===== config.mk =====
export PLATFORM = sky130hd
export DESIGN_NAME = trackball_phase_scheduler_top
export DESIGN_NICKNAME = d
export VERILOG_FILES = /design/src/hdl/tps_pkg.sv /design/src/hdl/tps_ctrl.sv /design/src/hdl/tps_dp.sv /design/src/hdl/trackball_phase_scheduler_top.sv
export VERILOG_INCLUDE_DIRS = /design/src /design/src/hdl
export SDC_FILE = /design/constraint.sdc
export NUM_CORES = 1
export LEC_CHECK = 0
export BUFFER_PORTS_ARGS = -buffer_cell sky130_fd_sc_hd__buf_2
export CAP_MARGIN = 40
export CORE_MARGIN = 1.5
export CORE_UTILIZATION = 40
export CTS_BUF_LIST = sky130_fd_sc_hd__clkbuf_8 sky130_fd_sc_hd__clkbuf_16
export DETAILED_ROUTE_END_ITERATION = 7
export GPL_TIMING_DRIVEN = 1
export SETUP_SLACK_MARGIN = 0.5
export SLEW_MARGIN = 20
export SYNTH_ARGS = -nofsm -noshare
export SYNTH_HDL_FRONTEND = slang
export SYNTH_SLANG_ARGS = --single-unit

===== constraint.sdc =====
create_clock -name clk -period 20.8 [get_ports clk]
set_input_delay 3.12 -clock clk [delete_from_list [all_inputs] [get_ports clk]]
set_output_delay 3.12 -clock clk [all_outputs]
set_load 0.02 [all_outputs]

===== src/hdl/trackball_phase_scheduler_top_assert.svh =====
// ----------------------------------------------------------------------------
// trackball phase scheduler assertion macros
// concurrent checks that vanish when SYNTHESIS is defined
// ----------------------------------------------------------------------------
`ifndef TRACKBALL_PHASE_SCHEDULER_TOP_ASSERT_SVH
`define TRACKBALL_PHASE_SCHEDULER_TOP_ASSERT_SVH
`ifndef SYNTHESIS
// same-cycle implication
`define TPS_ASSERT_IMP(lbl, ck, rn, ante, cons) \
    lbl: assert property (@(posedge ck) disable iff (!rn) (ante) |-> (cons)) \
        else $error("tps check failed");
// next-cycle implication
`define TPS_ASSERT_NXT(lbl, ck, rn, ante, cons) \
    lbl: assert property (@(posedge ck) disable iff (!rn) (ante) |=> (cons)) \
        else $error("tps check failed");
`else
`define TPS_ASSERT_IMP(lbl, ck, rn, ante, cons)
`define TPS_ASSERT_NXT(lbl, ck, rn, ante, cons)
`endif
`endif


===== src/hdl/tps_pkg.sv =====
// ----------------------------------------------------------------------------
// tps_pkg
// shared constants, command and status types of the trackball phase scheduler
// ----------------------------------------------------------------------------
`default_nettype none

package tps_pkg;

    localparam int LINE_WIDTH_DEF = 10;
    localparam int FRAC_BITS_DEF  = 12;

    localparam int MOVE_W    = 12;
    localparam int RND_W     = 12;
    localparam int RND_SHIFT = 3;
    localparam int GAIN_W    = 16;
    localparam int M_DATA_W  = 8;

    localparam int CFG_IDX_W  = 1;
    localparam int CFG_DATA_W = 16;

    localparam logic [CFG_IDX_W-1:0] REG_GAIN    = 1'b0;
    localparam logic [CFG_IDX_W-1:0] REG_ENABLED = 1'b1;

    localparam logic [GAIN_W-1:0] GAIN_RESET    = 16'd4096;
    localparam logic              ENABLED_RESET = 1'b1;

    localparam logic AXIS_H = 1'b0;
    localparam logic AXIS_V = 1'b1;

    typedef enum logic [3:0] {
        OP_NONE,
        OP_MUL,
        OP_ROUND,
        OP_DIV_MOTION,
        OP_DIV_CATCH,
        OP_DIV_ITER,
        OP_SET_STEP,
        OP_SCHED,
        OP_APPLY,
        OP_OUT
    } dp_op_t;

    typedef struct packed {
        logic   load;
        logic   axis;
        dp_op_t op;
    } dp_cmd_t;

    typedef struct packed {
        logic is_read;
        logic enabled;
        logic mag_zero;
        logic catch_needed;
        logic out_free;
    } dp_status_t;

endpackage

`default_nettype wire


===== src/hdl/tps_ctrl.sv =====
// ----------------------------------------------------------------------------
// tps_ctrl
// sequencer that walks motion words through multiply, round, divide and update
// ----------------------------------------------------------------------------
`default_nettype none

module tps_ctrl #(
    parameter int LINE_WIDTH = tps_pkg::LINE_WIDTH_DEF
) (
    input  wire logic                clk,
    input  wire logic                rst_n,
    input  wire logic                s_tvalid,
    output logic                     s_tready,
    input  wire tps_pkg::dp_status_t status,
    output tps_pkg::dp_cmd_t         cmd
);

    localparam int CNT_W = $clog2(LINE_WIDTH);
    localparam logic [CNT_W-1:0] CNT_LAST = CNT_W'(LINE_WIDTH - 1);

    typedef enum logic [3:0] {
        S_IDLE,
        S_DISPATCH,
        S_MUL,
        S_ROUND,
        S_DECIDE,
        S_DIV,
        S_SET_STEP,
        S_SCHED,
        S_CHECK,
        S_APPLY,
        S_OUT
    } state_t;

    state_t           state_reg, state_next;
    logic             axis_reg, axis_next;
    logic [CNT_W-1:0] cnt_reg, cnt_next;
    logic             ready_reg, ready_next;

    always_comb
    begin
        state_next = state_reg;
        axis_next  = axis_reg;
        cnt_next   = cnt_reg;
        ready_next = ready_reg;
        cmd.load   = 1'b0;
        cmd.axis   = axis_reg;
        cmd.op     = tps_pkg::OP_NONE;
        case (state_reg)
            S_IDLE:
            begin
                if (s_tvalid && ready_reg)
                begin
                    cmd.load   = 1'b1;
                    ready_next = 1'b0;
                    state_next = S_DISPATCH;
                end
            end
            S_DISPATCH:
            begin
                axis_next = tps_pkg::AXIS_H;
                if (status.is_read)
                begin
                    state_next = S_CHECK;
                end
                else if (status.enabled)
                begin
                    state_next = S_MUL;
                end
                else
                begin
                    state_next = S_IDLE;
                    ready_next = 1'b1;
                end
            end
            S_MUL:
            begin
                cmd.op     = tps_pkg::OP_MUL;
                state_next = S_ROUND;
            end
            S_ROUND:
            begin
                cmd.op     = tps_pkg::OP_ROUND;
                state_next = S_DECIDE;
            end
            S_DECIDE:
            begin
                if (status.mag_zero)
                begin
                    if (axis_reg == tps_pkg::AXIS_H)
                    begin
                        axis_next  = tps_pkg::AXIS_V;
                        state_next = S_MUL;
                    end
                    else
                    begin
                        state_next = S_IDLE;
                        ready_next = 1'b1;
                    end
                end
                else
                begin
                    cmd.op     = tps_pkg::OP_DIV_MOTION;
                    cnt_next   = CNT_LAST;
                    state_next = S_DIV;
                end
            end
            S_DIV:
            begin
                cmd.op = tps_pkg::OP_DIV_ITER;
                if (cnt_reg == '0)
                begin
                    state_next = status.is_read ? S_APPLY : S_SET_STEP;
                end
                else
                begin
                    cnt_next = cnt_reg - CNT_W'(1);
                end
            end
            S_SET_STEP:
            begin
                cmd.op     = tps_pkg::OP_SET_STEP;
                state_next = S_SCHED;
            end
            S_SCHED:
            begin
                cmd.op = tps_pkg::OP_SCHED;
                if (axis_reg == tps_pkg::AXIS_H)
                begin
                    axis_next  = tps_pkg::AXIS_V;
                    state_next = S_MUL;
                end
                else
                begin
                    state_next = S_IDLE;
                    ready_next = 1'b1;
                end
            end
            S_CHECK:
            begin
                if (status.catch_needed)
                begin
                    cmd.op     = tps_pkg::OP_DIV_CATCH;
                    cnt_next   = CNT_LAST;
                    state_next = S_DIV;
                end
                else if (axis_reg == tps_pkg::AXIS_H)
                begin
                    axis_next = tps_pkg::AXIS_V;
                end
                else
                begin
                    state_next = S_OUT;
                end
            end
            S_APPLY:
            begin
                cmd.op = tps_pkg::OP_APPLY;
                if (axis_reg == tps_pkg::AXIS_H)
                begin
                    axis_next  = tps_pkg::AXIS_V;
                    state_next = S_CHECK;
                end
                else
                begin
                    state_next = S_OUT;
                end
            end
            S_OUT:
            begin
                if (status.out_free)
                begin
                    cmd.op     = tps_pkg::OP_OUT;
                    state_next = S_IDLE;
                    ready_next = 1'b1;
                end
            end
            default:
            begin
                state_next = S_IDLE;
                ready_next = 1'b1;
            end
        endcase
    end

    always_ff @(posedge clk or negedge rst_n)
    begin
        if (!rst_n)
        begin
            state_reg <= S_IDLE;
            axis_reg  <= tps_pkg::AXIS_H;
            cnt_reg   <= '0;
            ready_reg <= 1'b1;
        end
        else
        begin
            state_reg <= state_next;
            axis_reg  <= axis_next;
            cnt_reg   <= cnt_next;
            ready_reg <= ready_next;
        end
    end

    assign s_tready = ready_reg;

endmodule

`default_nettype wire


===== src/hdl/tps_dp.sv =====
// ----------------------------------------------------------------------------
// tps_dp
// axis state, gain multiplier, rounding, shared restoring divider, output word
// ----------------------------------------------------------------------------
`default_nettype none

module tps_dp #(
    parameter int LINE_WIDTH = tps_pkg::LINE_WIDTH_DEF,
    parameter int FRAC_BITS  = tps_pkg::FRAC_BITS_DEF
) (
    input  wire logic                              clk,
    input  wire logic                              rst_n,
    input  wire tps_pkg::dp_cmd_t                  cmd,
    output tps_pkg::dp_status_t                    status,
    input  wire logic                              command,
    input  wire logic [tps_pkg::MOVE_W-1:0]        move_x,
    input  wire logic [tps_pkg::MOVE_W-1:0]        move_y,
    input  wire logic [LINE_WIDTH-1:0]             frame_lines,
    input  wire logic [LINE_WIDTH-1:0]             scanline,
    input  wire logic [tps_pkg::RND_W-1:0]         random_value,
    input  wire logic                              cfg_we,
    input  wire logic [tps_pkg::CFG_IDX_W-1:0]     cfg_index,
    input  wire logic [tps_pkg::CFG_DATA_W-1:0]    cfg_data,
    output logic                                   m_tvalid,
    input  wire logic                              m_tready,
    output logic [tps_pkg::M_DATA_W-1:0]           m_tdata
);

    localparam int DELTA_W = tps_pkg::MOVE_W + 1;
    localparam int PROD_W  = DELTA_W + tps_pkg::GAIN_W + 1;
    localparam int V_W     = PROD_W + 1;
    localparam int MAG_W   = V_W - FRAC_BITS;
    localparam int REM_W   = FRAC_BITS + 2;
    localparam int NEXT_W  = LINE_WIDTH + 3;
    localparam int CMP_W   = (MAG_W > LINE_WIDTH + 1) ? MAG_W : LINE_WIDTH + 1;
    localparam int OFS_W   = FRAC_BITS + tps_pkg::RND_W;
    localparam int SPROD_W = LINE_WIDTH + FRAC_BITS;

    localparam logic [NEXT_W-1:0]     NEVER    = '1;
    localparam logic [V_W-1:0]        HALF     = V_W'(1) << (FRAC_BITS - 1);
    localparam logic [LINE_WIDTH-1:0] ONE_LINE = LINE_WIDTH'(1);

    // captured input word
    logic                        cmd_read_reg;
    logic [tps_pkg::MOVE_W-1:0]  move_x_reg;
    logic [tps_pkg::MOVE_W-1:0]  move_y_reg;
    logic [LINE_WIDTH-1:0]       lines_reg;
    logic [LINE_WIDTH-1:0]       scan_reg;
    logic [tps_pkg::RND_W-1:0]   rnd_reg;

    logic [tps_pkg::GAIN_W-1:0]  gain_reg;
    logic                        enabled_reg;

    // per-axis state, index 0 horizontal, 1 vertical
    logic [1:0][1:0]             phase_reg, phase_next;
    logic [1:0]                  dir_reg, dir_next;
    logic [1:0][LINE_WIDTH-1:0]  step_reg, step_next;
    logic [1:0][NEXT_W-1:0]      next_reg, next_next;
    logic [1:0][REM_W-1:0]       rem_reg, rem_next;
    logic [1:0][FRAC_BITS-1:0]   offset_reg, offset_next;

    // working registers
    logic signed [PROD_W-1:0]    prod_reg, prod_next;
    logic [MAG_W-1:0]            mag_reg, mag_next;
    logic [LINE_WIDTH-1:0]       div_rem_reg, div_rem_next;
    logic [LINE_WIDTH-1:0]       div_quo_reg, div_quo_next;
    logic [CMP_W-1:0]            div_dvs_reg, div_dvs_next;

    logic                        out_valid_reg, out_valid_next;
    logic [tps_pkg::M_DATA_W-1:0] out_data_reg, out_data_next;

    logic                        ax;
    logic signed [DELTA_W-1:0]   delta_h, delta_v, delta_sel;
    logic signed [PROD_W-1:0]    prod_calc;
    logic [REM_W-1:0]            rem_sel;
    logic [V_W-1:0]              v_calc, v_abs, mag_sum, cnt_scaled, rem_full;
    logic                        v_neg;
    logic [MAG_W-1:0]            mag_calc;
    logic [OFS_W-1:0]            ofs_sum;
    logic [SPROD_W-1:0]          sched_prod;
    logic [LINE_WIDTH-1:0]       step_sel, step_eff, gap;
    logic [NEXT_W-1:0]           next_sel, next_apply;
    logic [LINE_WIDTH:0]         trial;
    logic [CMP_W-1:0]            trial_ext, trial_diff;
    logic                        trial_ge, r_nz, up;
    logic [1:0]                  n_lo;

    assign ax       = cmd.axis;
    assign rem_sel  = rem_reg[ax];
    assign step_sel = step_reg[ax];
    assign next_sel = next_reg[ax];
    assign step_eff = (step_sel == '0) ? ONE_LINE : step_sel;

    // gain multiply, vertical delta negated
    assign delta_h   = {move_x_reg[tps_pkg::MOVE_W-1], move_x_reg};
    assign delta_v   = -{move_y_reg[tps_pkg::MOVE_W-1], move_y_reg};
    assign delta_sel = (ax == tps_pkg::AXIS_V) ? delta_v : delta_h;
    assign prod_calc = PROD_W'(delta_sel) * PROD_W'($signed({1'b0, gain_reg}));

    // add kept fraction, round half away from zero
    assign v_calc     = {prod_reg[PROD_W-1], prod_reg}
                      + {{(V_W - REM_W){rem_sel[REM_W-1]}}, rem_sel};
    assign v_neg      = v_calc[V_W-1];
    assign v_abs      = v_neg ? (~v_calc + V_W'(1)) : v_calc;
    assign mag_sum    = v_abs + HALF;
    assign mag_calc   = mag_sum[V_W-1:FRAC_BITS];
    assign cnt_scaled = {mag_calc, {FRAC_BITS{1'b0}}};
    assign rem_full   = v_neg ? (v_calc + cnt_scaled) : (v_calc - cnt_scaled);

    assign ofs_sum    = OFS_W'(offset_reg[ax])
                      + OFS_W'(rnd_reg >> tps_pkg::RND_SHIFT);
    assign sched_prod = SPROD_W'(step_sel) * SPROD_W'(offset_reg[ax]);

    // restoring divider, one quotient bit per cycle
    assign trial      = {div_rem_reg, div_quo_reg[LINE_WIDTH-1]};
    assign trial_ext  = CMP_W'(trial);
    assign trial_ge   = trial_ext >= div_dvs_reg;
    assign trial_diff = trial_ext - div_dvs_reg;

    // catch-up
    assign gap        = scan_reg - next_sel[LINE_WIDTH-1:0];
    assign r_nz       = div_rem_reg != '0;
    assign next_apply = NEXT_W'(scan_reg) - NEXT_W'(div_rem_reg)
                      + (r_nz ? NEXT_W'(step_eff) : '0);
    assign n_lo       = div_quo_reg[1:0] + {1'b0, r_nz};
    assign up         = dir_reg[ax] == ax;

    always_comb
    begin
        phase_next     = phase_reg;
        dir_next       = dir_reg;
        step_next      = step_reg;
        next_next      = next_reg;
        rem_next       = rem_reg;
        offset_next    = offset_reg;
        prod_next      = prod_reg;
        mag_next       = mag_reg;
        div_rem_next   = div_rem_reg;
        div_quo_next   = div_quo_reg;
        div_dvs_next   = div_dvs_reg;
        out_valid_next = out_valid_reg;
        out_data_next  = out_data_reg;
        if (m_tready)
        begin
            out_valid_next = 1'b0;
        end
        case (cmd.op)
            tps_pkg::OP_MUL:
            begin
                prod_next = prod_calc;
            end
            tps_pkg::OP_ROUND:
            begin
                rem_next[ax] = rem_full[REM_W-1:0];
                mag_next     = mag_calc;
                if (mag_calc != '0)
                begin
                    dir_next[ax] = !v_neg;
                end
                else
                begin
                    next_next[ax]   = NEVER;
                    offset_next[ax] = ofs_sum[FRAC_BITS-1:0];
                end
            end
            tps_pkg::OP_DIV_MOTION:
            begin
                div_rem_next = '0;
                div_quo_next = lines_reg;
                div_dvs_next = CMP_W'(mag_reg);
            end
            tps_pkg::OP_DIV_CATCH:
            begin
                div_rem_next = '0;
                div_quo_next = gap;
                div_dvs_next = CMP_W'(step_eff);
            end
            tps_pkg::OP_DIV_ITER:
            begin
                div_rem_next = trial_ge ? trial_diff[LINE_WIDTH-1:0]
                                        : trial[LINE_WIDTH-1:0];
                div_quo_next = {div_quo_reg[LINE_WIDTH-2:0], trial_ge};
            end
            tps_pkg::OP_SET_STEP:
            begin
                step_next[ax] = (div_quo_reg == '0) ? ONE_LINE : div_quo_reg;
            end
            tps_pkg::OP_SCHED:
            begin
                next_next[ax] = NEXT_W'(sched_prod[SPROD_W-1:FRAC_BITS]);
            end
            tps_pkg::OP_APPLY:
            begin
                next_next[ax]  = next_apply;
                phase_next[ax] = up ? (phase_reg[ax] + n_lo) : (phase_reg[ax] - n_lo);
            end
            tps_pkg::OP_OUT:
            begin
                out_valid_next = 1'b1;
                out_data_next  = tps_pkg::M_DATA_W'({dir_reg[tps_pkg::AXIS_V],
                                                     dir_reg[tps_pkg::AXIS_H],
                                                     phase_reg[tps_pkg::AXIS_V],
                                                     phase_reg[tps_pkg::AXIS_H]});
            end
            default:
            begin
            end
        endcase
    end

    always_ff @(posedge clk or negedge rst_n)
    begin
        if (!rst_n)
        begin
            gain_reg      <= tps_pkg::GAIN_RESET;
            enabled_reg   <= tps_pkg::ENABLED_RESET;
            phase_reg     <= '0;
            dir_reg       <= '0;
            step_reg      <= {2{ONE_LINE}};
            next_reg      <= {2{NEVER}};
            rem_reg       <= '0;
            offset_reg    <= '0;
            out_valid_reg <= 1'b0;
        end
        else
        begin
            if (cfg_we && (cfg_index == tps_pkg::REG_GAIN))
            begin
                gain_reg <= cfg_data[tps_pkg::GAIN_W-1:0];
            end
            if (cfg_we && (cfg_index == tps_pkg::REG_ENABLED))
            begin
                enabled_reg <= cfg_data[0];
            end
            phase_reg     <= phase_next;
            dir_reg       <= dir_next;
            step_reg      <= step_next;
            next_reg      <= next_next;
            rem_reg       <= rem_next;
            offset_reg    <= offset_next;
            out_valid_reg <= out_valid_next;
        end
    end

    always_ff @(posedge clk)
    begin
        if (cmd.load)
        begin
            cmd_read_reg <= command;
            move_x_reg   <= move_x;
            move_y_reg   <= move_y;
            lines_reg    <= frame_lines;
            scan_reg     <= scanline;
            rnd_reg      <= random_value;
        end
        prod_reg     <= prod_next;
        mag_reg      <= mag_next;
        div_rem_reg  <= div_rem_next;
        div_quo_reg  <= div_quo_next;
        div_dvs_reg  <= div_dvs_next;
        out_data_reg <= out_data_next;
    end

    assign status.is_read      = cmd_read_reg;
    assign status.enabled      = enabled_reg;
    assign status.mag_zero     = mag_reg == '0;
    assign status.catch_needed = (next_sel != NEVER) && (next_sel < NEXT_W'(scan_reg));
    assign status.out_free     = !out_valid_reg || m_tready;

    assign m_tvalid = out_valid_reg;
    assign m_tdata  = out_data_reg;

endmodule

`default_nettype wire


===== src/hdl/trackball_phase_scheduler_top.sv =====
// ----------------------------------------------------------------------------
// trackball_phase_scheduler_top
// Turns per-frame mouse deltas into two-bit trackball phase counters whose
// steps are spread over the scanlines of a frame. A motion word (tuser 0),
// when enabled, scales both deltas by the gain register, rounds, and
// reschedules each axis; it produces no output. A read word (tuser 1) catches
// the counters up to the given scanline and returns one output word. One word
// is processed at a time; axes with nothing to do finish early. The time per
// word is set by the restoring divider, one quotient bit per cycle, shared by
// both axes for lines per step and for the catch-up step count. A pending
// output word does not block the input, but a read that finishes while it is
// still waiting holds in its output state until the earlier word is taken.
// ----------------------------------------------------------------------------
`default_nettype none

`include "trackball_phase_scheduler_top_assert.svh"

module trackball_phase_scheduler_top #(
    parameter int LINE_WIDTH = tps_pkg::LINE_WIDTH_DEF,
    parameter int FRAC_BITS  = tps_pkg::FRAC_BITS_DEF,
    localparam int S_FIELD_W = 2 * tps_pkg::MOVE_W + 2 * LINE_WIDTH + tps_pkg::RND_W,
    localparam int S_DATA_W  = ((S_FIELD_W + 7) / 8) * 8
) (
    input  wire logic                           clk,
    input  wire logic                           rst_n,
    input  wire logic                           s_tvalid,
    output logic                                s_tready,
    // move_x, move_y, frame_lines, scanline, random_value
    input  wire logic [S_DATA_W-1:0]            s_tdata,
    // command
    input  wire logic                           s_tuser,
    output logic                                m_tvalid,
    input  wire logic                           m_tready,
    // phase_h, phase_v, moving_left, moving_down
    output logic [tps_pkg::M_DATA_W-1:0]        m_tdata,
    input  wire logic                           cfg_we,
    input  wire logic [tps_pkg::CFG_IDX_W-1:0]  cfg_index,
    input  wire logic [tps_pkg::CFG_DATA_W-1:0] cfg_data
);

    localparam int X_LSB = 0;
    localparam int Y_LSB = X_LSB + tps_pkg::MOVE_W;
    localparam int L_LSB = Y_LSB + tps_pkg::MOVE_W;
    localparam int S_LSB = L_LSB + LINE_WIDTH;
    localparam int R_LSB = S_LSB + LINE_WIDTH;

    tps_pkg::dp_cmd_t    dp_cmd;
    tps_pkg::dp_status_t dp_status;

    logic [tps_pkg::MOVE_W-1:0] move_x;
    logic [tps_pkg::MOVE_W-1:0] move_y;
    logic [LINE_WIDTH-1:0]      frame_lines;
    logic [LINE_WIDTH-1:0]      scanline;
    logic [tps_pkg::RND_W-1:0]  random_value;

    assign move_x       = s_tdata[X_LSB +: tps_pkg::MOVE_W];
    assign move_y       = s_tdata[Y_LSB +: tps_pkg::MOVE_W];
    assign frame_lines  = s_tdata[L_LSB +: LINE_WIDTH];
    assign scanline     = s_tdata[S_LSB +: LINE_WIDTH];
    assign random_value = s_tdata[R_LSB +: tps_pkg::RND_W];

    tps_ctrl #(
        .LINE_WIDTH (LINE_WIDTH)
    ) u_ctrl (
        .clk      (clk),
        .rst_n    (rst_n),
        .s_tvalid (s_tvalid),
        .s_tready (s_tready),
        .status   (dp_status),
        .cmd      (dp_cmd)
    );

    tps_dp #(
        .LINE_WIDTH (LINE_WIDTH),
        .FRAC_BITS  (FRAC_BITS)
    ) u_dp (
        .clk          (clk),
        .rst_n        (rst_n),
        .cmd          (dp_cmd),
        .status       (dp_status),
        .command      (s_tuser),
        .move_x       (move_x),
        .move_y       (move_y),
        .frame_lines  (frame_lines),
        .scanline     (scanline),
        .random_value (random_value),
        .cfg_we       (cfg_we),
        .cfg_index    (cfg_index),
        .cfg_data     (cfg_data),
        .m_tvalid     (m_tvalid),
        .m_tready     (m_tready),
        .m_tdata      (m_tdata)
    );

    `TPS_ASSERT_IMP(a_load_only_on_accept, clk, rst_n, dp_cmd.load, s_tvalid && s_tready)
    `TPS_ASSERT_NXT(a_one_word_in_work, clk, rst_n, s_tvalid && s_tready, !s_tready)
    `TPS_ASSERT_IMP(a_no_result_overwrite, clk, rst_n, dp_cmd.op == tps_pkg::OP_OUT, !m_tvalid || m_tready)

endmodule

`default_nettype wire


## Yosys cells after proc, flatten, opt, wreduce, memory -nomap -nowiden

Cells that the tools add are included.

- Input bits: 79
- Word-level logic and storage cells: 199
- Register bits: 283

- Equality and inequality tests: 33
- $lt $le $gt $ge: 4
- $mul: 2
- Add/sub/neg operators: 15
- Muxes and demuxes: 78
- Reductions and logical operators: 32
- Bitwise logic cells: 5

Operators with widths:

| cell | count |
|---|---|
| one-hot mux 26 bit (3 select lines) | 1 |
| two-way mux 10 bit | 7 |
| two-way mux 14 bit | 4 |
| bitwise mux 26 bit | 2 |
| two-way mux 13 bit | 4 |
| two-way mux 4 bit | 12 |
| one-hot mux 4 bit (11 select lines) | 1 |
| one-hot mux 19 bit (2 select lines) | 1 |
| two-way mux 12 bit | 3 |
| one-hot mux 4 bit (9 select lines) | 1 |
| == test 4 x 3 -> 1 bit, second input constant | 8 |
| adder 30 x 14 -> 31 bit | 1 |
| adder 31 x 1 -> 31 bit, second input constant | 1 |
| adder 31 x 12 -> 31 bit, second input constant | 1 |
| two-way mux 31 bit | 1 |
| inverter 31 bit | 1 |
| multiplier 13 x 17 -> 30 bit | 1 |
| one-hot mux 10 bit (3 select lines) | 1 |
| bitwise mux 28 bit | 1 |
| two-way mux 26 bit | 1 |
| bitwise OR 26 bit | 1 |
| bitwise mux 24 bit | 1 |
| multiplier 10 x 12 -> 22 bit | 1 |
| bitwise mux 20 bit | 1 |
| 56 further kinds | 112 |

## Longest topological paths before layout

Gate-level depths: netlist (run 1).

- Depth in word-level cells: 10
- Mapped depth: 34
- Gate-level depth less buffers: 34

## By module

A second synthesis (run 1) with hierarchy kept.

- Cells, all modules: 2922
- Area total of the unflattened synthesis: 28098.2 sq um

Modules (own cells, without submodules):

| module | instances | seq. area each (sq um) | cells each | area an instance (sq um) |
|---|---|---|---|---|
| tps_dp | 1 | 7534.7 | 2808 | 27189.8 |
| tps_ctrl | 1 | 251.5 | 114 | 908.4 |

## Worst setup path after synthesis (run 1)

OpenSTA, ideal clock, no wires.

- Path type: reg2reg
- Start: register u_ctrl.axis_reg
- End: register u_dp.offset_reg[10] (netlist bit)
- Stages on the path, launching flop included: 29
- Setup slack: 12713 ps
- Data required time: 20675 ps
- Arrival time: 7962 ps
- Clock period less this slack: 8087 ps
- Library setup time: 125 ps
- Path through: dfrtp_1 > clkbuf_1 > buf_1 > clkbuf_1 > buf_1 > clkbuf_1 > mux2_2 > ha_1 > buf_2 > nand2_1 > o21ai_0 > a2111o_4 > a31o_2 > clkbuf_1 > clkbuf_1 > clkbuf_1 > nor2_1 > xnor2_1 > ha_1 > inv_1 > o41ai_1 > nand3_1 > a2111oi_0 > o2111ai_1 > nor4_4 > nand4b_4 > nor2_4 > buf_12 > mux2_4

- Longest elaborated chain between the ends: 10
- Elaborated cells on any way between the ends: 27
- Those cells by class: add/sub (4); order compare (3); eq/ne (2); mux (12); bitwise (2); reduce/logical (4)

Ends and longest elaborated chain:

| what | line | RTL |
|---|---|---|
| start: declaration | tps_ctrl.sv:36 | `logic axis_reg, axis_next;` |
| start signal: assignment | tps_ctrl.sv:191 | `axis_reg <= tps_pkg::AXIS_H;` |
| start signal: assignment | tps_ctrl.sv:198 | `axis_reg <= axis_next;` |
| two-way mux 14 bit (implied by the code) (2 in a row) | tps_dp.sv:89 | `assign rem_sel = rem_reg[ax];` |
| adder 30 x 14 -> 31 bit | tps_dp.sv:102 | `+ {{(V_W - REM_W){rem_sel[REM_W-1]}}, rem_sel};` |
| inverter 31 bit | tps_dp.sv:104 | `assign v_abs = v_neg ? (~v_calc + V_W'(1)) : v_calc;` |
| adder 31 x 1 -> 31 bit | tps_dp.sv:104 |  |
| two-way mux 31 bit | tps_dp.sv:104 |  |
| adder 31 x 12 -> 31 bit | tps_dp.sv:105 | `assign mag_sum = v_abs + HALF;` |
| nonzero test 19 bit | tps_dp.sv:156 | `if (mag_calc != '0)` |
| inverter 1 bit (no source line) | -- |  |
| AND reduction 2 bit (no source line) | -- |  |
| end signal: assignment | tps_dp.sv:240 | `offset_reg <= offset_next;` |
| end: declaration | tps_dp.sv:60 | `logic [1:0][FRAC_BITS-1:0] offset_reg, offset_next;` |

Several ways; a longest one is shown, not always the timed one. The select of a mux whose other input is x is not followed.
A chain may end at the register's enable or synchronous reset.

## Final worst setup path (run 1)

- Start: register u_dp.move_y_reg[3] (netlist bit)
- End: register u_dp.prod_reg[29], data pin

- Longest elaborated chain between the ends: 3

Ends and longest elaborated chain:

| what | line | RTL |
|---|---|---|
| start: declaration | tps_dp.sv:46 | `logic [tps_pkg::MOVE_W-1:0] move_y_reg;` |
| start signal: assignment | tps_dp.sv:251 | `move_y_reg <= move_y;` |
| negator 13 bit | tps_dp.sv:96 | `assign delta_v = -{move_y_reg[tps_pkg::MOVE_W-1], move_y_reg};` |
| two-way mux 13 bit | tps_dp.sv:97 | `assign delta_sel = (ax == tps_pkg::AXIS_V) ? delta_v : delta_h;` |
| multiplier 13 x 17 -> 30 bit | tps_dp.sv:98 | `assign prod_calc = PROD_W'(delta_sel) * PROD_W'($signed({1'b0, gain_reg}));` |
| via u_dp.prod_calc[29] | tps_dp.sv:74 | `logic signed [PROD_W-1:0] prod_calc;` |
| end signal: assignment | tps_dp.sv:256 | `prod_reg <= prod_next;` |
| end: declaration | tps_dp.sv:63 | `logic signed [PROD_W-1:0] prod_reg, prod_next;` |

The timed path passes the listed nets, and every way through them passes these cells.

==> impl_metrics.toml, run 1 <==
[drt]
post_drt_wl_per_cell_um = 17.4
routed_wl_mm = 67.0
vias = 20500
drt_iter0_drc = 1300
viasPerCell = 5.32
drcViolationCount = 0
drtPass1Iterations = 5
ant_nets = 0

[power]
power_density_nw_per_um2 = 92.6
ir_drop_v = 0.000125
p_leak_nw = 14.0

[setup_path]
r2r_cells = 26
cpPeakStageDelay_ps = 650
cp-start-kind = "flip-flop"
cpMostUsedCell = "fa_1"
crit_buf_inv = 3
cp-end-kind = "flip-flop"
rrSetupSlack_ps = 12200
required_ps = 21110
worst-setup-path-type = "reg -> reg"
cp_num_cells = 26
arrival_ps = 8910
slowest_stage = "or4_1"
crit_family = "adder cells"
critPathMaxFanout = 16

[floorplanning]
fp-row-count = 96
coreArea_um2 = 68900
start_util = 0.407
die_y_um = 268
io_pins = 89
die_area_um2 = 71700
dieWidth_um = 268

[timing]
setup_ws_ps = 12200
rsz0062_at_grt = "false"
hold_viol = 0
fmax_mhz = 116
tns_ps = 0
maxSlewHeadroom = 0.428
post-route-min-period_ps = 8600
fin_crit_sh = 0.413
skew_ps = 23.8
worst_slew_pin_slew_ps = 855
slew_violations = 0
setup_violations = 0

[grt]
grt_max_degree = 82
antenna_found_initial = 0
grt_pass1_wl_mm = 108
grt_pass1_vias = 21100
gr-usage-all-layers = 0.187
grt_overflow_total = 0

[clock_network]
clk-insertion-delay-late_ps = 560
cts.sinks = 280
cts_root_buffer = "clkbuf_16"
cts.path.max_buffers = 3
post_cts_buffers = 0
postCtsHoldBufs = 0
clk_pin_slew_worst_paths_ps = 60
cts_tree = "done"
cts_inserted_buffers = 36
post_cts_resized = 0
htree_levels = 2

[job]
maxCapViolations = 0

[placed_design]
io_buffers = 83
gp_congestion = 0.878
dpl_worst_slack_ps = 12160
dp_hpwl_mm = 52.4

[synth]
async_flop_share = 0.471
synth_warnings = 0
yosys_most_used_dff = "edfxtp_1"
ys_types = 100
seq_area_frac_synth = 0.278
synth_edf_count = 148
syn_inst = 2874
synth-seq-cells = 280
postSynthAreaPerCell_um2 = 9.76
syn_area_um2 = 28100

[final_layout]
largest_reg_flops = 30
drive_above_1_share = 0.123
fill_cells = 6632
fin_util = 0.442
num-nets-final = 3472
antenna_cells = 0
synthToLayoutAreaGrowth_pct = 8.57

[worst_hold_path]
hold_depth = 1
hold_path_class = "reg -> reg"

[outcome]
outcome = "complete, no violations"
-- worst register-to-register path: stages, from the launching register on --
cell       delay, ps
edfxtp_1         450
or4_1            650
nor4_1           310
nor3b_1          290
xnor2_1          170
a21o_1           500
nand2_1          170
fa_1             520
fa_1             560
inv_1             60
fa_1             510
fa_1             520
fa_1             570
inv_1             60
fa_1             490
inv_1             40
ha_1             320
a21oi_1          210
nor2b_1           70
o21a_1           180
o41ai_1          630
o2111ai_1        300
a31oi_1          240
a21oi_1          130
a21o_1           200
a21oi_1          160
xnor2_1           70
-- final cells by class --
cell class                 count  area, µm²  area share
inverter                     375       1410      0.0462
tap                          931       1160      0.0382
multi-input combinational   2100      18300       0.602
timing repair buffer         108        657      0.0216
sequential                   280       7790       0.256
clock inverter                26        178     0.00583
clock buffer                  38        928      0.0305
-- kinds of logic (layout without fill, tap and decap cells) --
kind of cell,count (synthesis),count (layout),share of synthesized area
AO/OA/AOI/OAI,475,475,0.119
other,1,2,0.000134
flip-flops,280,280,0.278
XOR/XNOR,145,145,0.0455
AND/OR/NAND/NOR,839,839,0.146
buffers and inverters,495,547,0.0693
adder cells (fa/ha/maj),492,492,0.283
multiplexers,147,147,0.0598
-- metrics by stage --
step	power [mW]	instances	hold WS, ps	area, µm²
6_report	2.82	3858	466	30500
5_1_grt	3.10	3858	487	30500
4_1_cts	2.86	3851	474	30400
3_5_place_dp	2.24	3787	458	29300
3_3_place_gp	2.22	3784	454	29200
2_1_floorplan	1.95	2875	433	28100
-- metal layers --
layer,track usage,part of all wire,routed length (µm),up-vias
met5,0,0,0,-
met4,0.0559,0.026,1720,0
met3,0.0209,0.038,2540,111
met2,0.336,0.51,33900,444
met1,0.235,0.43,28800,10200
li1,-,-,-,9781
-- cells in the final DEF, fill, tap and decap left out, types with 36 or more instances in the layout --
cell / instances
buf_2: 83
inv_1: 380
a21o_1: 40
xnor2_1: 108
mux2_2: 93
nand2_1: 329
fa_1: 237
and2_1: 104
clkbuf_16: 36
mux2i_1: 36
dfrtp_1: 100
xor2_1: 36
nand3_1: 37
o21ai_0: 87
edfxtp_1: 148
nor2_1: 168
a21oi_1: 114
ha_1: 255
-- report_power, final --
part	internal, mW	leakage [nW]	switching (mW)
combinational	0.722	10.4	0.809
sequential	0.682	2.97	0.0229
clock	0.338	0.575	0.247
-- synth_stat cells, types with 20 or more instances --
cell      instances  area (µm²)
mux2i_1          36         360
o21a_1           25         188
inv_1           373        1400
fa_1            237        4740
nand2_1         329        1230
nor3_1           31         155
a21o_1           40         300
o21ai_0          87         435
o31a_1           27         236
dfstp_2          31         815
xor2_1           36         315
mux2_2           93        1050
and2_1          104         651
xnor2_1         108         946
nand3_1          37         185
nand2b_1         23         144
nor2b_1          30         188
edfxtp_1        148        4440
ha_1            255        3190
clkbuf_1         94         353
nor4_1           20         125
a21oi_1         114         571
dfrtp_1         101        2530
nor2_1          168         631
-- final timing paths --
| check | startpoint | endpoint |
|---|---|---|
| max in group asynchronous | rst_n | u_ctrl.axis_reg$_DFFE_PN0P_ |
| max reg2reg | u_dp.move_y_reg[3]$_DFFE_PP_ | u_dp.prod_reg[29]$_DFFE_PN_ |
| min reg2reg | u_dp.phase_reg[3]$_DFFE_PN0P_ | u_dp.phase_reg[3]$_DFFE_PN0P_ |
| max | u_dp.move_y_reg[3]$_DFFE_PP_ | u_dp.prod_reg[29]$_DFFE_PN_ |
| min in group asynchronous | rst_n | u_dp.offset_reg[7]$_DFFE_PN0P_ |
| min | u_dp.phase_reg[3]$_DFFE_PN0P_ | u_dp.phase_reg[3]$_DFFE_PN0P_ |
No activity file was read; power rests on OpenSTA's default activity.
==> run 2, diff against run 1 <==
--- a/config.mk
+++ b/config.mk
@@ -6,6 +6,7 @@
 export SDC_FILE = /design/constraint.sdc
 export NUM_CORES = 1
 export LEC_CHECK = 0
+export ABC_AREA = 1
 export BUFFER_PORTS_ARGS = -buffer_cell sky130_fd_sc_hd__buf_2
 export CAP_MARGIN = 40
 export CORE_MARGIN = 1.5
==> constraint.sdc (replaced) <==
create_clock -name clk -period 7.4 [get_ports clk]
set_input_delay 1.11 -clock clk [delete_from_list [all_inputs] [get_ports clk]]
set_output_delay 1.11 -clock clk [all_outputs]
set_load 0.02 [all_outputs]
==> run 2 against run 1 <==
Fmax increased by 21%. Die area increased by 0.83%. Sequential share of layout area decreased by 1.4 points. Hold slack improved by 2.5 ps. Cell count increased by 23%. Non-clock buffer count increased by 113. Core utilization increased by 1.9 points. Register-to-register slack got worse by 12000 ps. Critical path depth increased by 14. First-iteration DRC count increased by 25%. Highest routed layer unchanged. Count of clock-buffer cells in the layout increased by 4.
==> impl_metrics.toml, run 2 <==
[synth]
synth-seq-cells = 280
postSynthAreaPerCell_um2 = 7.83
synth_compound_area_frac = 0.0797
synth_top_area_frac = 0.168
synth_mux_area_frac = 0
ys_types = 58
synth_top_family_by_area = "adder cells"
synth_warnings = 0
synthTopCellsByArea = "fa_1 (17%), edfxtp_1 (16%), nand2_1 (13%)"
yosys.area.top_type = "fa_1"
syn_area_um2 = 28300
yosys_most_used_dff = "edfxtp_1"
syn_inst = 3613
yosysMostFrequentCell = "nand2_1"
yosys.area_share.simple = 0.237
async_flop_share = 0.471
synth_commonest_cells = "nand2_1 (958), inv_1 (649), nor2_1 (311), ha_1 (255), fa_1 (237)"
synth_edf_count = 148
seq_area_frac_synth = 0.275
synth_xor_area_frac = 0.0232
synthAdderAreaFrac = 0.280

[timing]
setup_violations = 0
maxSlewHeadroom = 0.446
worst_slew_pin_slew_ps = 827
slew_violations = 0
hold_slack_ps = 469
hold_viol = 0
fin_crit_sh = 0.963
rsz0062_at_grt = "true"
fmax_mhz = 140
tns_ps = 0
skew_ps = 27.2
post-route-min-period_ps = 7130

[grt]
top_usage_layer = "met2"
met2_usage = 0.371
gr-usage-all-layers = 0.212
grt_use_met1 = 0.267
grt_pass1_wl_mm = 120
grt_overflow_total = 0
grt_use_met3 = 0.0282
grt_max_degree = 69
grt_pass1_vias = 22800
antenna_found_initial = 1

[clock_network]
clk_pin_slew_worst_paths_ps = 60
cts.path.max_buffers = 3
cts_tree = "done"
cts.sinks = 280
postCtsHoldBufs = 0
clk-insertion-delay-late_ps = 580
cts_root_buffer = "clkbuf_16"
cts_inserted_buffers = 35
htree_levels = 2

[final_layout]
final_cell_mix = "nand2_1 (947), inv_1 (644), nor2_1 (296)"
antenna_cells = 0
fin_area_um2 = 32200
fin_util = 0.460
final_common_cell = "nand2_1"
num-nets-final = 4360
largest_reg_flops = 30
synthToLayoutAreaGrowth_pct = 14.0
drive_above_1_share = 0.133

[drt]
drt_iter0_drc = 1619
ant_nets = 0
routed_wl_mm = 75.8
post_drt_wl_per_cell_um = 15.9
drtPass1Iterations = 5
vias = 23600
viasPerCell = 4.97
drcViolationCount = 0

[setup_path]
rrSetupSlack_ps = 270
worst-setup-path-type = "reg -> reg"
cp-start-kind = "flip-flop"
cpMostUsedCell = "fa_1"
arrival_ps = 7430
critPathMaxFanout = 4
cp-end-kind = "flip-flop"
cpPeakStageDelay_ps = 570
slowest_stage = "fa_1"
required_ps = 7700

[placed_design]
placed_cell_area_um2 = 30500
io_buffers = 83
dp_hpwl_mm = 61.0
gp_congestion = 0.905

[floorplanning]
start_util = 0.404
fp-row-count = 97
dieWidth_um = 269
io_pins = 89
coreArea_um2 = 70000
die_y_um = 269
die_area_um2 = 72300

[worst_hold_path]
hold_path_class = "reg -> reg"

[job]
maxCapViolations = 0

[outcome]
outcome = "complete, no violations"
[run 2: cell count changes in the layout (fill, tap and decap cells not counted), sizes merged, moves of 30 or more]
cell | previous run | this run
inv | 386 | 686
buf | 108 | 221
nor2b | 30 | 0
and2 | 105 | 5
xnor2 | 108 | 19
nor2 | 171 | 335
nand2 | 329 | 978
mux2i | 36 | 0
o21ai | 89 | 176
a21o | 40 | 6
mux2 | 111 | 0
nand3 | 37 | 162
[run 2: cell type report]
| type | count | area, µm² |
|---|---|---|
| flip-flops and latches | 280 | 7790 |
| repair buffers | 221 | 1540 |
| multi-input cells | 2560 | 17900 |
| inverters | 691 | 2600 |
| fillers | 7016 | 37800 |
| clock inverters | 22 | 186 |
| well taps | 940 | 1180 |
| clock buffers | 42 | 1010 |
[run 2: cells by family (layout without fill, tap and decap cells)]
logic type | after synthesis | in the layout
compound gates | 401 | 401
xor+xnor | 75 | 75
fa+ha+maj | 492 | 492
buf+inv | 774 | 976
flops | 280 | 280
other cells | 1 | 2
simple gates | 1590 | 1590
[run 2: layer usage]
layer / up-vias / wire length [µm]
li1: 11700 / -
met1: 11300 / 32300
met2: 539 / 37500
met3: 132 / 3480
met4: 0 / 2460
met5: - / 0
[run 2: per-stage QoR]
stage	cells	setup WS (ps)
final	4756	271
after detailed placement	4671	18.4
after CTS	4744	163
after floorplan	3614	501
after global routing	4756	-154
after global placement	4663	85.0
[run 2: worst paths after layout]
kind,depth (start not counted),start,endpoint
min,0,u_dp.phase_reg[3]$_DFFE_PN0P_,u_dp.m_tdata[3]$_DFFE_PP_
min reg2reg,0,u_dp.phase_reg[3]$_DFFE_PN0P_,u_dp.m_tdata[3]$_DFFE_PP_
min in group asynchronous,1,rst_n,u_dp.step_reg[17]$_DFFE_PN0P_
max in group asynchronous,3,rst_n,u_dp.next_reg[8]$_DFFE_PN1P_
max,40,u_dp.move_y_reg[1]$_DFFE_PP_,u_dp.prod_reg[29]$_DFFE_PN_
max reg2reg,40,u_dp.move_y_reg[1]$_DFFE_PP_,u_dp.prod_reg[29]$_DFFE_PN_
[run 2: what timing repair did]
item / 4_1_cts / 5_1_grt
setup endpoints to repair: 16 / 35
setup buffers: 9 / 10
gates cloned: 0 / 0
pin swaps: 21 / 45
resized for setup: 30 / 75
[run 2: worst max-delay path, delay by kind of cell (launching register included)]
kind                       cells  cell delay (ps)
adders and majority gates      7             3310
and+or+nand+nor               19             1730
AOI/OAI and AO/OA              5              720
buffers and inverters          8              600
DFF                            1              420
xor gates and xnor gates       1               90
Power of run 2 is left out: the tool's default activity adds up to more than one toggle a clock period on the data nets, which glitch-free logic cannot reach.
